`src/design/plc_pkg.sv`:
```
// Shared types and constants for the piecewise linear curve evaluator.
// No dependencies; every other file of the block but plc_ram imports this package.
package plc_pkg;

  // Fixed field widths of the request, response and register port
  localparam int POINT_INDEX_W = 4;
  localparam int COUNT_W       = 5;
  localparam int COORD_W       = 16;
  localparam int CFG_IDX_W     = 3;
  localparam int CFG_DATA_W    = 16;

  // Request kinds
  localparam logic KIND_WRITE = 1'b0;
  localparam logic KIND_EVAL  = 1'b1;

  // Register indexes on the configuration port
  typedef enum logic [CFG_IDX_W-1:0] {
    CFG_POINT_COUNT = 3'd0,
    CFG_WRAP_MODE   = 3'd1,
    CFG_X_MIN       = 3'd2,
    CFG_X_MAX       = 3'd3,
    CFG_Y_MIN       = 3'd4,
    CFG_Y_MAX       = 3'd5
  } cfg_reg_e;

  // Status of the shared divider as seen by the sequencer
  typedef struct packed {
    logic busy;
    logic done;
  } div_stat_t;

endpackage

```
`src/design/plc_if.sv`:
```
// Handshake channels of the curve evaluator: request, response and register write.
// Depends on plc_pkg for the fixed field widths.
interface plc_in_if #(parameter int FRAC_BITS = 16);
  import plc_pkg::*;
  logic                      valid;
  logic                      ready;
  logic                      kind;
  logic [POINT_INDEX_W-1:0]  point_index;
  logic [FRAC_BITS:0]        point_x;
  logic [FRAC_BITS:0]        point_y;
  logic signed [COORD_W-1:0] x_value;
  modport source (output valid, kind, point_index, point_x, point_y, x_value, input ready);
  modport sink   (input valid, kind, point_index, point_x, point_y, x_value, output ready);
endinterface

interface plc_out_if;
  import plc_pkg::*;
  logic                      valid;
  logic                      ready;
  logic signed [COORD_W-1:0] y_value;
  modport source (output valid, y_value, input ready);
  modport sink   (input valid, y_value, output ready);
endinterface

interface plc_cfg_if;
  import plc_pkg::*;
  logic                  valid;
  logic                  ready;
  logic [CFG_IDX_W-1:0]  index;
  logic [CFG_DATA_W-1:0] data;
  modport source (output valid, index, data, input ready);
  modport sink   (input valid, index, data, output ready);
endinterface

```
`src/design/plc_ram.sv`:
```
// Generic single write port RAM with one registered read port.
// No dependencies.
module plc_ram #(
  parameter int WIDTH = 34,
  parameter int DEPTH = 16
) (
  input  logic                     clk_i,
  input  logic                     we_i,
  input  logic [$clog2(DEPTH)-1:0] waddr_i,
  input  logic [WIDTH-1:0]         wdata_i,
  input  logic [$clog2(DEPTH)-1:0] raddr_i,
  output logic [WIDTH-1:0]         rdata_o
);

  logic [WIDTH-1:0] mem_q [DEPTH];
  logic [WIDTH-1:0] rdata_q;

  // Write port; the registered read returns the old contents on a same-address write
  always_ff @(posedge clk_i) begin
    if (we_i) begin
      mem_q[waddr_i] <= wdata_i;
    end
    rdata_q <= mem_q[raddr_i];
  end

  assign rdata_o = rdata_q;

endmodule

```
`src/design/plc_div.sv`:
```
// Restoring divider, one quotient bit per cycle, shared by the evaluator.
// Depends on plc_pkg for the status struct.
module plc_div #(
  parameter int DVW = 17,
  parameter int QW  = 17
) (
  input  logic                   clk_i,
  input  logic                   rst_ni,
  input  logic                   start_i,
  input  logic [DVW+QW-1:0]      dividend_i,
  input  logic [DVW-1:0]         divisor_i,
  output plc_pkg::div_stat_t     stat_o,
  output logic [QW-1:0]          quotient_o
);
  import plc_pkg::*;

  localparam int CW = $clog2(QW + 1);

  logic [DVW-1:0] rem_q;
  logic [QW-1:0]  low_q;
  logic [DVW-1:0] dvs_q;
  logic [CW-1:0]  cnt_q;
  logic           done_q;
  logic [DVW:0]   trial;
  logic [DVW:0]   diff;
  logic           fits;

  // Shift in the next dividend bit and trial-subtract the divisor
  assign trial = {rem_q, low_q[QW-1]};
  assign diff  = trial - {1'b0, dvs_q};
  assign fits  = trial >= {1'b0, dvs_q};

  // Step counter and completion flag
  always_ff @(posedge clk_i or negedge rst_ni) begin
    if (!rst_ni) begin
      cnt_q  <= '0;
      done_q <= 1'b0;
    end else if (start_i) begin
      cnt_q  <= CW'(QW);
      done_q <= 1'b0;
    end else if (cnt_q != '0) begin
      cnt_q  <= cnt_q - CW'(1);
      done_q <= (cnt_q == CW'(1));
    end else begin
      done_q <= 1'b0;
    end
  end

  // Partial remainder and quotient shift register
  always_ff @(posedge clk_i) begin
    if (start_i) begin
      rem_q <= dividend_i[DVW+QW-1:QW];
      low_q <= dividend_i[QW-1:0];
      dvs_q <= divisor_i;
    end else if (cnt_q != '0) begin
      rem_q <= fits ? diff[DVW-1:0] : trial[DVW-1:0];
      low_q <= {low_q[QW-2:0], fits};
    end
  end

  assign stat_o.busy = (cnt_q != '0);
  assign stat_o.done = done_q;
  assign quotient_o  = low_q;

endmodule

```
`src/design/piecewise_linear_curve_eval.sv`:
```
// Piecewise linear transfer curve evaluator. A point write request leaves the block ready
// at once. An evaluate request runs through the prepare, first division, table scan,
// subtract, multiply, second division and output states; an extra read state follows the
// scan when the seam left of the first point is crossed. Equal x bounds skip the first
// division, and an end held without wrap or a zero-width segment skips the second. One
// shared restoring divider gives one quotient bit per cycle, first for the unit position
// and then for the height change within the segment, and the segment search reads one
// table entry per cycle from the point RAM. The block is not ready while an evaluation
// runs; a finished result sits in the output register and the next request is taken
// while it waits. A result that finds that register still full waits in the output state
// until the register is freed.
// Depends on plc_pkg, plc_if, plc_ram and plc_div.
module piecewise_linear_curve_eval #(
  parameter int MAX_POINTS = 16,
  parameter int FRAC_BITS  = 16
) (
  input  logic      clk_i,
  input  logic      rst_ni,
  plc_in_if.sink    in_i,
  plc_out_if.source out_o,
  plc_cfg_if.sink   cfg_i
);
  import plc_pkg::*;

  localparam int UW  = FRAC_BITS + 1;
  localparam int SW  = FRAC_BITS + 3;
  localparam int TW  = FRAC_BITS + 2;
  localparam int AW  = $clog2(MAX_POINTS);
  localparam int EW  = 2 * UW;
  localparam int DVW = (FRAC_BITS + 2 > 17) ? FRAC_BITS + 2 : 17;
  localparam int NW  = DVW + UW;
  localparam int PW  = FRAC_BITS + 19;
  localparam logic [UW-1:0] ONE_U = {1'b1, {FRAC_BITS{1'b0}}};
  localparam logic signed [SW-1:0] ONE_S = {2'b00, 1'b1, {FRAC_BITS{1'b0}}};

  typedef enum logic [8:0] {
    ST_IDLE   = 9'b000000001,
    ST_PREP   = 9'b000000010,
    ST_DIV1   = 9'b000000100,
    ST_SCAN   = 9'b000001000,
    ST_WRAPRD = 9'b000010000,
    ST_SUB    = 9'b000100000,
    ST_MUL1   = 9'b001000000,
    ST_DIV2   = 9'b010000000,
    ST_OUT    = 9'b100000000
  } state_e;

  // Configuration registers
  logic [COUNT_W-1:0]        pc_q;
  logic                      wrap_q;
  logic signed [COORD_W-1:0] xmin_q, xmax_q, ymin_q, ymax_q;

  // Control
  state_e        state_q, state_d;
  logic [AW-1:0] cnt_q;
  logic          out_valid_q;

  // Datapath
  logic signed [COORD_W-1:0] xc_q;
  logic [UW-1:0]             u_q, h_q;
  logic [UW-1:0]             first_x_q, first_y_q, prev_x_q, prev_y_q;
  logic signed [SW-1:0]      lx_q, rx_q;
  logic [UW-1:0]             ly_q, ry_q;
  logic [TW-1:0]             t_q, dx_q;
  logic [UW-1:0]             dym_q;
  logic                      dyneg_q;
  logic signed [PW-1:0]      p2_q;
  logic                      mul2_q;
  logic signed [COORD_W-1:0] y_q;

  // Combinational helpers
  logic                      in_acc, wr_en;
  logic [AW-1:0]             last_idx, rd_addr;
  logic [EW-1:0]             wdata, rdata;
  logic [UW-1:0]             ex, ey, fx, fy;
  logic                      hit, is_last;
  logic signed [COORD_W-1:0] lo_b, hi_b, xcl;
  logic signed [16:0]        num17, den17, numa, dena;
  logic                      div_start;
  logic [NW-1:0]             div_dvd;
  logic [DVW-1:0]            div_dvs;
  div_stat_t                 div_stat;
  logic [UW-1:0]             div_q;
  logic signed [SW-1:0]      t_s, dx_s;
  logic signed [TW-1:0]      dy_s, dy_a;
  logic signed [SW-1:0]      hs;
  logic [UW-1:0]             h_sat;
  logic signed [16:0]        dyb;
  logic signed [18:0]        ysum;
  logic                      out_free;

  assign in_acc    = in_i.valid && in_i.ready;
  assign in_i.ready = (state_q == ST_IDLE);
  assign cfg_i.ready = 1'b1;
  assign out_free  = !out_valid_q || out_o.ready;

  // Clamp the point count to 1..MAX_POINTS and form the last index
  always_comb begin
    if (pc_q == '0) begin
      last_idx = '0;
    end else if (int'(pc_q) > MAX_POINTS) begin
      last_idx = AW'(MAX_POINTS - 1);
    end else begin
      last_idx = AW'(pc_q - COUNT_W'(1));
    end
  end

  // Saturate a written point to one and store it
  assign wr_en = in_acc && (in_i.kind == KIND_WRITE) && (int'(in_i.point_index) < MAX_POINTS);
  assign wdata = {(in_i.point_x > ONE_U) ? ONE_U : in_i.point_x,
                  (in_i.point_y > ONE_U) ? ONE_U : in_i.point_y};

  plc_ram #(.WIDTH(EW), .DEPTH(MAX_POINTS)) u_ram (
    .clk_i   (clk_i),
    .we_i    (wr_en),
    .waddr_i (AW'(in_i.point_index)),
    .wdata_i (wdata),
    .raddr_i (rd_addr),
    .rdata_o (rdata)
  );

  assign ex = rdata[EW-1:UW];
  assign ey = rdata[UW-1:0];
  assign fx = (cnt_q == '0) ? ex : first_x_q;
  assign fy = (cnt_q == '0) ? ey : first_y_q;
  assign hit     = (u_q <= ex);
  assign is_last = (cnt_q == last_idx);

  // Fetch the next entry, or the last one when wrapping left of the first point
  always_comb begin
    if (state_q == ST_SCAN) begin
      rd_addr = (hit && cnt_q == '0 && wrap_q) ? last_idx : cnt_q + AW'(1);
    end else begin
      rd_addr = '0;
    end
  end

  // Clamp x between the smaller and larger bound
  assign lo_b = (xmin_q < xmax_q) ? xmin_q : xmax_q;
  assign hi_b = (xmin_q < xmax_q) ? xmax_q : xmin_q;
  assign xcl  = (in_i.x_value < lo_b) ? lo_b : ((in_i.x_value > hi_b) ? hi_b : in_i.x_value);

  // Offset and span magnitudes for the unit position
  assign num17 = 17'(xc_q) - 17'(xmin_q);
  assign den17 = 17'(xmax_q) - 17'(xmin_q);
  assign numa  = den17[16] ? -num17 : num17;
  assign dena  = den17[16] ? -den17 : den17;

  // Segment differences
  assign t_s  = SW'($signed({2'b00, u_q})) - lx_q;
  assign dx_s = rx_q - lx_q;
  assign dy_s = $signed({1'b0, ry_q}) - $signed({1'b0, ly_q});
  assign dy_a = dy_s[TW-1] ? -dy_s : dy_s;

  // Divider operand selection
  always_comb begin
    div_start = 1'b0;
    div_dvd   = NW'({numa[15:0], {FRAC_BITS{1'b0}}});
    div_dvs   = DVW'(dena[15:0]);
    if (state_q == ST_PREP) begin
      div_start = (den17 != '0) && !div_stat.busy;
    end else if (state_q == ST_MUL1) begin
      div_start = !div_stat.busy;
      div_dvd   = NW'(t_q * dym_q);
      div_dvs   = DVW'(dx_q);
    end
  end

  plc_div #(.DVW(DVW), .QW(UW)) u_div (
    .clk_i      (clk_i),
    .rst_ni     (rst_ni),
    .start_i    (div_start),
    .dividend_i (div_dvd),
    .divisor_i  (div_dvs),
    .stat_o     (div_stat),
    .quotient_o (div_q)
  );

  // Apply the signed quotient to the left height and saturate to 0..one
  assign hs    = $signed({2'b00, ly_q}) + (dyneg_q ? -SW'($signed({2'b00, div_q}))
                                                   : SW'($signed({2'b00, div_q})));
  assign h_sat = hs[SW-1] ? '0 : ((hs > ONE_S) ? ONE_U : hs[UW-1:0]);

  // Scale to the y bounds
  assign dyb  = 17'(ymax_q) - 17'(ymin_q);
  assign ysum = 19'(ymin_q) + p2_q[PW-1:FRAC_BITS];

  // Sequencer
  always_comb begin
    state_d = state_q;
    case (state_q)
      ST_IDLE: begin
        if (in_acc && in_i.kind == KIND_EVAL) state_d = ST_PREP;
      end
      ST_PREP: begin
        state_d = (den17 == '0) ? ST_SCAN : ST_DIV1;
      end
      ST_DIV1: begin
        if (div_stat.done) state_d = ST_SCAN;
      end
      ST_SCAN: begin
        if (hit) begin
          if (cnt_q != '0) begin
            state_d = ST_SUB;
          end else begin
            state_d = wrap_q ? ST_WRAPRD : ST_OUT;
          end
        end else if (is_last) begin
          state_d = wrap_q ? ST_SUB : ST_OUT;
        end
      end
      ST_WRAPRD: state_d = ST_SUB;
      ST_SUB: begin
        state_d = (dx_s == '0) ? ST_OUT : ST_MUL1;
      end
      ST_MUL1:   state_d = ST_DIV2;
      ST_DIV2: begin
        if (div_stat.done) state_d = ST_OUT;
      end
      ST_OUT: begin
        if (mul2_q && out_free) state_d = ST_IDLE;
      end
      default:   state_d = ST_IDLE;
    endcase
  end

  // Control registers
  always_ff @(posedge clk_i or negedge rst_ni) begin
    if (!rst_ni) begin
      state_q     <= ST_IDLE;
      cnt_q       <= '0;
      out_valid_q <= 1'b0;
      mul2_q      <= 1'b0;
    end else begin
      state_q <= state_d;
      if (state_q != ST_SCAN) begin
        cnt_q <= '0;
      end else if (!hit && !is_last) begin
        cnt_q <= cnt_q + AW'(1);
      end
      // The scale product is registered in OUT before the sum is formed from it
      if (state_q == ST_OUT) begin
        mul2_q <= !(mul2_q && out_free);
      end
      if (state_q == ST_OUT && mul2_q && out_free) begin
        out_valid_q <= 1'b1;
      end else if (out_o.ready) begin
        out_valid_q <= 1'b0;
      end
    end
  end

  // Configuration register writes
  always_ff @(posedge clk_i or negedge rst_ni) begin
    if (!rst_ni) begin
      pc_q   <= COUNT_W'(2);
      wrap_q <= 1'b0;
      xmin_q <= '0;
      xmax_q <= COORD_W'(255);
      ymin_q <= '0;
      ymax_q <= COORD_W'(255);
    end else if (cfg_i.valid && cfg_i.ready) begin
      case (cfg_reg_e'(cfg_i.index))
        CFG_POINT_COUNT: pc_q   <= cfg_i.data[COUNT_W-1:0];
        CFG_WRAP_MODE:   wrap_q <= cfg_i.data[0];
        CFG_X_MIN:       xmin_q <= $signed(cfg_i.data);
        CFG_X_MAX:       xmax_q <= $signed(cfg_i.data);
        CFG_Y_MIN:       ymin_q <= $signed(cfg_i.data);
        CFG_Y_MAX:       ymax_q <= $signed(cfg_i.data);
        default: ;
      endcase
    end
  end

  // Datapath registers
  always_ff @(posedge clk_i) begin
    case (state_q)
      ST_IDLE: begin
        xc_q <= xcl;
      end
      ST_PREP: begin
        u_q <= '0;
      end
      ST_DIV1: begin
        if (div_stat.done) u_q <= div_q;
      end
      ST_SCAN: begin
        if (cnt_q == '0) begin
          first_x_q <= ex;
          first_y_q <= ey;
        end
        if (hit) begin
          if (cnt_q != '0) begin
            lx_q <= $signed({2'b00, prev_x_q});
            ly_q <= prev_y_q;
            rx_q <= $signed({2'b00, ex});
            ry_q <= ey;
          end else if (wrap_q) begin
            rx_q <= $signed({2'b00, ex});
            ry_q <= ey;
          end else begin
            h_q <= ey;
          end
        end else if (is_last) begin
          if (wrap_q) begin
            lx_q <= $signed({2'b00, ex});
            ly_q <= ey;
            rx_q <= $signed({2'b00, fx}) + ONE_S;
            ry_q <= fy;
          end else begin
            h_q <= ey;
          end
        end else begin
          prev_x_q <= ex;
          prev_y_q <= ey;
        end
      end
      ST_WRAPRD: begin
        lx_q <= $signed({2'b00, ex}) - ONE_S;
        ly_q <= ey;
      end
      ST_SUB: begin
        t_q     <= t_s[TW-1:0];
        dx_q    <= dx_s[TW-1:0];
        dym_q   <= dy_a[UW-1:0];
        dyneg_q <= dy_s[TW-1];
        h_q     <= ry_q;
      end
      ST_DIV2: begin
        if (div_stat.done) h_q <= h_sat;
      end
      ST_OUT: begin
        p2_q <= PW'($signed({1'b0, h_q}) * dyb);
        if (mul2_q && out_free) y_q <= ysum[COORD_W-1:0];
      end
      default: ;
    endcase
  end

  assign out_o.valid   = out_valid_q;
  assign out_o.y_value = y_q;

endmodule

```
`src/flat_wrapper.sv`:
```
// flat-port wrapper written by rule: the top's interface ports become plain ports
module piecewise_linear_curve_eval_flat import plc_pkg::*;
#(
  parameter int MAX_POINTS = 16,
  parameter int FRAC_BITS  = 16
)
  (clk_i, rst_ni, in_i_valid, in_i_kind, in_i_point_index, in_i_point_x, in_i_point_y, in_i_x_value, in_i_ready, out_o_valid, out_o_y_value, out_o_ready, cfg_i_valid, cfg_i_index, cfg_i_data, cfg_i_ready);
  plc_in_if #(.FRAC_BITS(FRAC_BITS)) in_i_i ();
  plc_out_if out_o_i ();
  plc_cfg_if cfg_i_i ();
  input  logic clk_i;
  input  logic rst_ni;
  input wire logic [$bits(in_i_i.valid)-1:0] in_i_valid;
  input wire logic [$bits(in_i_i.kind)-1:0] in_i_kind;
  input wire logic [$bits(in_i_i.point_index)-1:0] in_i_point_index;
  input wire logic [$bits(in_i_i.point_x)-1:0] in_i_point_x;
  input wire logic [$bits(in_i_i.point_y)-1:0] in_i_point_y;
  input wire logic [$bits(in_i_i.x_value)-1:0] in_i_x_value;
  output wire logic [$bits(in_i_i.ready)-1:0] in_i_ready;
  output wire logic [$bits(out_o_i.valid)-1:0] out_o_valid;
  output wire logic [$bits(out_o_i.y_value)-1:0] out_o_y_value;
  input wire logic [$bits(out_o_i.ready)-1:0] out_o_ready;
  input wire logic [$bits(cfg_i_i.valid)-1:0] cfg_i_valid;
  input wire logic [$bits(cfg_i_i.index)-1:0] cfg_i_index;
  input wire logic [$bits(cfg_i_i.data)-1:0] cfg_i_data;
  output wire logic [$bits(cfg_i_i.ready)-1:0] cfg_i_ready;
  assign in_i_i.valid = in_i_valid;
  assign in_i_i.kind = in_i_kind;
  assign in_i_i.point_index = in_i_point_index;
  assign in_i_i.point_x = in_i_point_x;
  assign in_i_i.point_y = in_i_point_y;
  assign in_i_i.x_value = in_i_x_value;
  assign in_i_ready = in_i_i.ready;
  assign out_o_valid = out_o_i.valid;
  assign out_o_y_value = out_o_i.y_value;
  assign out_o_i.ready = out_o_ready;
  assign cfg_i_i.valid = cfg_i_valid;
  assign cfg_i_i.index = cfg_i_index;
  assign cfg_i_i.data = cfg_i_data;
  assign cfg_i_ready = cfg_i_i.ready;
  piecewise_linear_curve_eval #(.MAX_POINTS(MAX_POINTS), .FRAC_BITS(FRAC_BITS)) u_core (.clk_i(clk_i), .rst_ni(rst_ni), .in_i(in_i_i), .out_o(out_o_i), .cfg_i(cfg_i_i));
endmodule
```
`config.mk`:
```
export PLATFORM = sky130hd
export DESIGN_NAME = piecewise_linear_curve_eval_flat
export DESIGN_NICKNAME = d
export VERILOG_FILES = /design/src/design/plc_pkg.sv /design/src/design/plc_if.sv /design/src/design/plc_ram.sv /design/src/design/plc_div.sv /design/src/design/piecewise_linear_curve_eval.sv /design/src/flat_wrapper.sv
export SDC_FILE = /design/constraint.sdc
export NUM_CORES = 2
export LEC_CHECK = 0
export BUFFER_PORTS_ARGS = -buffer_cell sky130_fd_sc_hd__buf_2
export CAP_MARGIN = 20
export CORE_ASPECT_RATIO = 1.5
export CORE_MARGIN = 8
export CORE_UTILIZATION = 60
export DETAILED_ROUTE_END_ITERATION = 8
export PLACE_DENSITY = 0.87
export SLEW_MARGIN = 20
export SYNTH_ARGS = -nofsm -noshare
export SYNTH_HDL_FRONTEND = slang
export SYNTH_HIERARCHICAL = 1
export SYNTH_SLANG_ARGS = --single-unit
```
`constraint.sdc`:
```
create_clock -name clk_i -period 10.9 [get_ports clk_i]
set_input_delay 1.635 -clock clk_i [delete_from_list [all_inputs] [get_ports clk_i]]
set_output_delay 1.635 -clock clk_i [all_outputs]
set_load 0.005 [all_outputs]
```
==> flow_summary.json <==
{
  "end_kind": "flop",
  "yosys_warnings": 6,
  "synthDominantCellAreaShare": 0.3912,
  "synthTopCellsByArea": "edfxtp_1, fa_1, ha_1, mux4_2, inv_1",
  "setup_viol_count_final": 0,
  "whs_ns": 0.5046,
  "num_vias": 45280,
  "crit_type": "flop to flop",
  "synth-seq-area-share": 0.4358,
  "grt_max_degree": 137,
  "vias_per_cell": 6.291,
  "multiInputGateArea_um2": 34240,
  "cts_tree": "yes",
  "startpoint_type": "flop",
  "synth.most_common_cell": "edfxtp_1",
  "firstDrtPassIters": 5,
  "critPathSlowestCell": "dfstp_2",
  "coreArea_um2": 110900,
  "maxCapViolCount": 0,
  "wl_per_cell_um": 24.38,
  "rr_startpoint": "u_core/ymax_q[0]",
  "dieWidth_um": 288.6,
  "synth_nets": 6606,
  "start_util": 0.6028,
  "track_usage": 0.2884,
  "cts_resized": 0,
  "netlist_instances": 5633,
  "netlist_top_cells_count": "edfxtp_1, inv_1, nand2_1",
  "clkTransAtPathRegs_ns": 0.07,
  "final_hold_viol_count": 0,
  "drive_gt1_frac": 0.1241,
  "skew_ns": 0.07630,
  "final_util": 0.6506,
  "ff2ff_path_depth": 36,
  "grt_pass1_wl_um": 272000,
  "numCtsBuffers": 91,
  "synthArstFlopShare": 0.09137,
  "io_pins": 98,
  "syn-mean-instance-area_um2": 11.87,
  "hpwl_um": 117700,
  "postCtsSetupBuffers": 0,
  "endpoint": "u_core/p2_q[31]",
  "outcome": "complete, no violations",
  "min_period_ns": 9.512,
  "slowest_delay_ns": 0.52,
  "dieArea_um2": 122600,
  "synth.distinct_cells": 103,
  "clk_latency_ns": 0.73,
  "synth_seq_cells": 996,
  "drtIter0Drc": 4404,
  "cts_hold_buf": 0,
  "cts-htree-levels": 3,
  "rsz0062_at_grt": "no",
  "wirelength_um": 175500,
  "ys.flop_type": "edfxtp_1",
  "clock.fmax_ghz": 0.1051,
  "hold_path.class": "flop to flop",
  "fp.dieH_um": 424.8,
  "synth.cell_area_um2": 66860,
  "seq_area_um2": 29140,
  "antenna_found_initial": 2,
  "required_ns": 11.36,
  "gr-total-overflow": 0,
  "cp-startpoint": "u_core/ymax_q[0]",
  "port-buffer-count": 96,
  "post-route-period-util": 0.8727,
  "relSlewSlack": 0.1952,
  "nFillCells": 7659,
  "crit_top_cell": "fa_1",
  "cp_max_fo": 17,
  "fin_cells": 7198,
  "cts_buffer_depth": 3,
  "synth-edff-count": 871,
  "crit_arrival_ns": 9.97,
  "drv_slew": 0,
  "yosys.area.top_type": "edfxtp_1",
  "fin_tns_setup_ns": 0,
  "place_congestion": 0.9566,
  "clockRootBuffer": "clkbuf_16",
  "rows": 150,
  "r2r_slack_ns": 1.39,
  "tightestPinTransition_ns": 1.205,
  "route.antenna.remaining_nets": 0,
  "cts_sinks": 996,
  "grt_pass1_vias": 48220,
  "r2r_end": "u_core/p2_q[31]",
  "remaining_drc_errors": 0,
  "syn2layout_area_growth_pct": 7.931,
  "nets": 6649,
  "placedCellCount": 7026
}
routing by layer:
layer | GRT usage | vias to the layer above | wire length, um | part of all wire
li1 | - | 19490 | - | -
met1 | 0.3329 | 22500 | 59980 | 0.34
met2 | 0.5027 | 2570 | 88790 | 0.51
met3 | 0.04170 | 715 | 14240 | 0.081
met4 | 0.1798 | 0 | 12520 | 0.071
met5 | 0 | - | 0 | 0
through the flow:
stage / setup WS (ns) / instance area [um2]
after global placement: 1.747 / 68980
final: 1.388 / 72160
after floorplan: 2.200 / 66860
after detailed placement: 1.499 / 68980
after CTS: 1.454 / 72120
after global routing: 0.8565 / 72160
registers in the layout, summed over array words and instances (netlist names), 18 cells and up:
register,count
u_core/u_ram/mem_q,544
u_core/rx_q,18
u_core/u_div/rem_q,18
u_core/u_div/dvs_q,18
u_core/dx_q,18
u_core/u_ram/rdata_o,34
u_core/t_q,18
u_core/lx_q,18
worst max-delay path: cells and delay by family (launching register included):
family / cells / cell delay (ns)
AO/OA/AOI/OAI: 13 / 2.95
XOR/XNOR: 4 / 0.54
adder cells (fa/ha/maj): 9 / 3.95
buffers and inverters: 6 / 0.63
flip-flops: 1 / 0.52
AND/OR/NAND/NOR: 4 / 0.70
how the worst min path moves through the flow:
stage	end	start	cells past startpoint	slack (ns)
after detailed placement	u_core/prev_x_q[2]	u_core/u_ram/rdata_o[19]	0	0.48
after global placement	u_core/prev_x_q[2]	u_core/u_ram/rdata_o[19]	0	0.46
after CTS	u_core/prev_y_q[13]	u_core/u_ram/rdata_o[13]	0	0.51
after floorplan	u_core/prev_x_q[10]	u_core/u_ram/rdata_o[27]	0	0.44
final	u_core/prev_x_q[13]	u_core/u_ram/rdata_o[30]	0	0.50
after global routing	u_core/prev_y_q[13]	u_core/u_ram/rdata_o[13]	0	0.52
cells in the final DEF, fill, tap and decap left out, drive strengths merged, types with 46 or more instances in the layout:
| master | synthesis | final |
|---|---|---|
| edfxtp | 871 | 871 |
| inv | 761 | 766 |
| nand2 | 577 | 577 |
| fa | 471 | 471 |
| ha | 423 | 423 |
| nor2 | 252 | 252 |
| and2 | 214 | 214 |
| a21oi | 213 | 213 |
| o21ai | 177 | 177 |
| buf | 48 | 158 |
| xnor2 | 154 | 154 |
| mux2 | 142 | 142 |
| mux4 | 136 | 136 |
| clkbuf | 160 | 122 |
| nor2b | 112 | 112 |
| a22oi | 89 | 89 |
| xor2 | 78 | 78 |
| dfrtp | 73 | 73 |
| nor3 | 58 | 58 |
| a21o | 50 | 50 |
| nand3 | 48 | 48 |
| nand2b | 46 | 46 |
layout make-up:
class,count,area share
Multi-Input combinational cell,3667,0.4744
Sequential cell,996,0.4038
Tap cell,1444,0.02504
Clock buffer,122,0.03485
Clock inverter,48,0.008566
Inverter,761,0.03959
Timing Repair Buffer,159,0.01372
Antenna cell,1,0.00003468
cells by family after synthesis:
group	share of synthesized area
XOR/XNOR	0.03039
AO/OA/AOI/OAI	0.07720
AND/OR/NAND/NOR	0.1058
adder cells (fa/ha/maj)	0.2202
flip-flops	0.4358
multiplexers	0.07405
other	0.00005609
buffers and inverters	0.05648
Power is not shown: default switching activity piles up to over one toggle a cycle in this logic, so the estimate is an artifact.
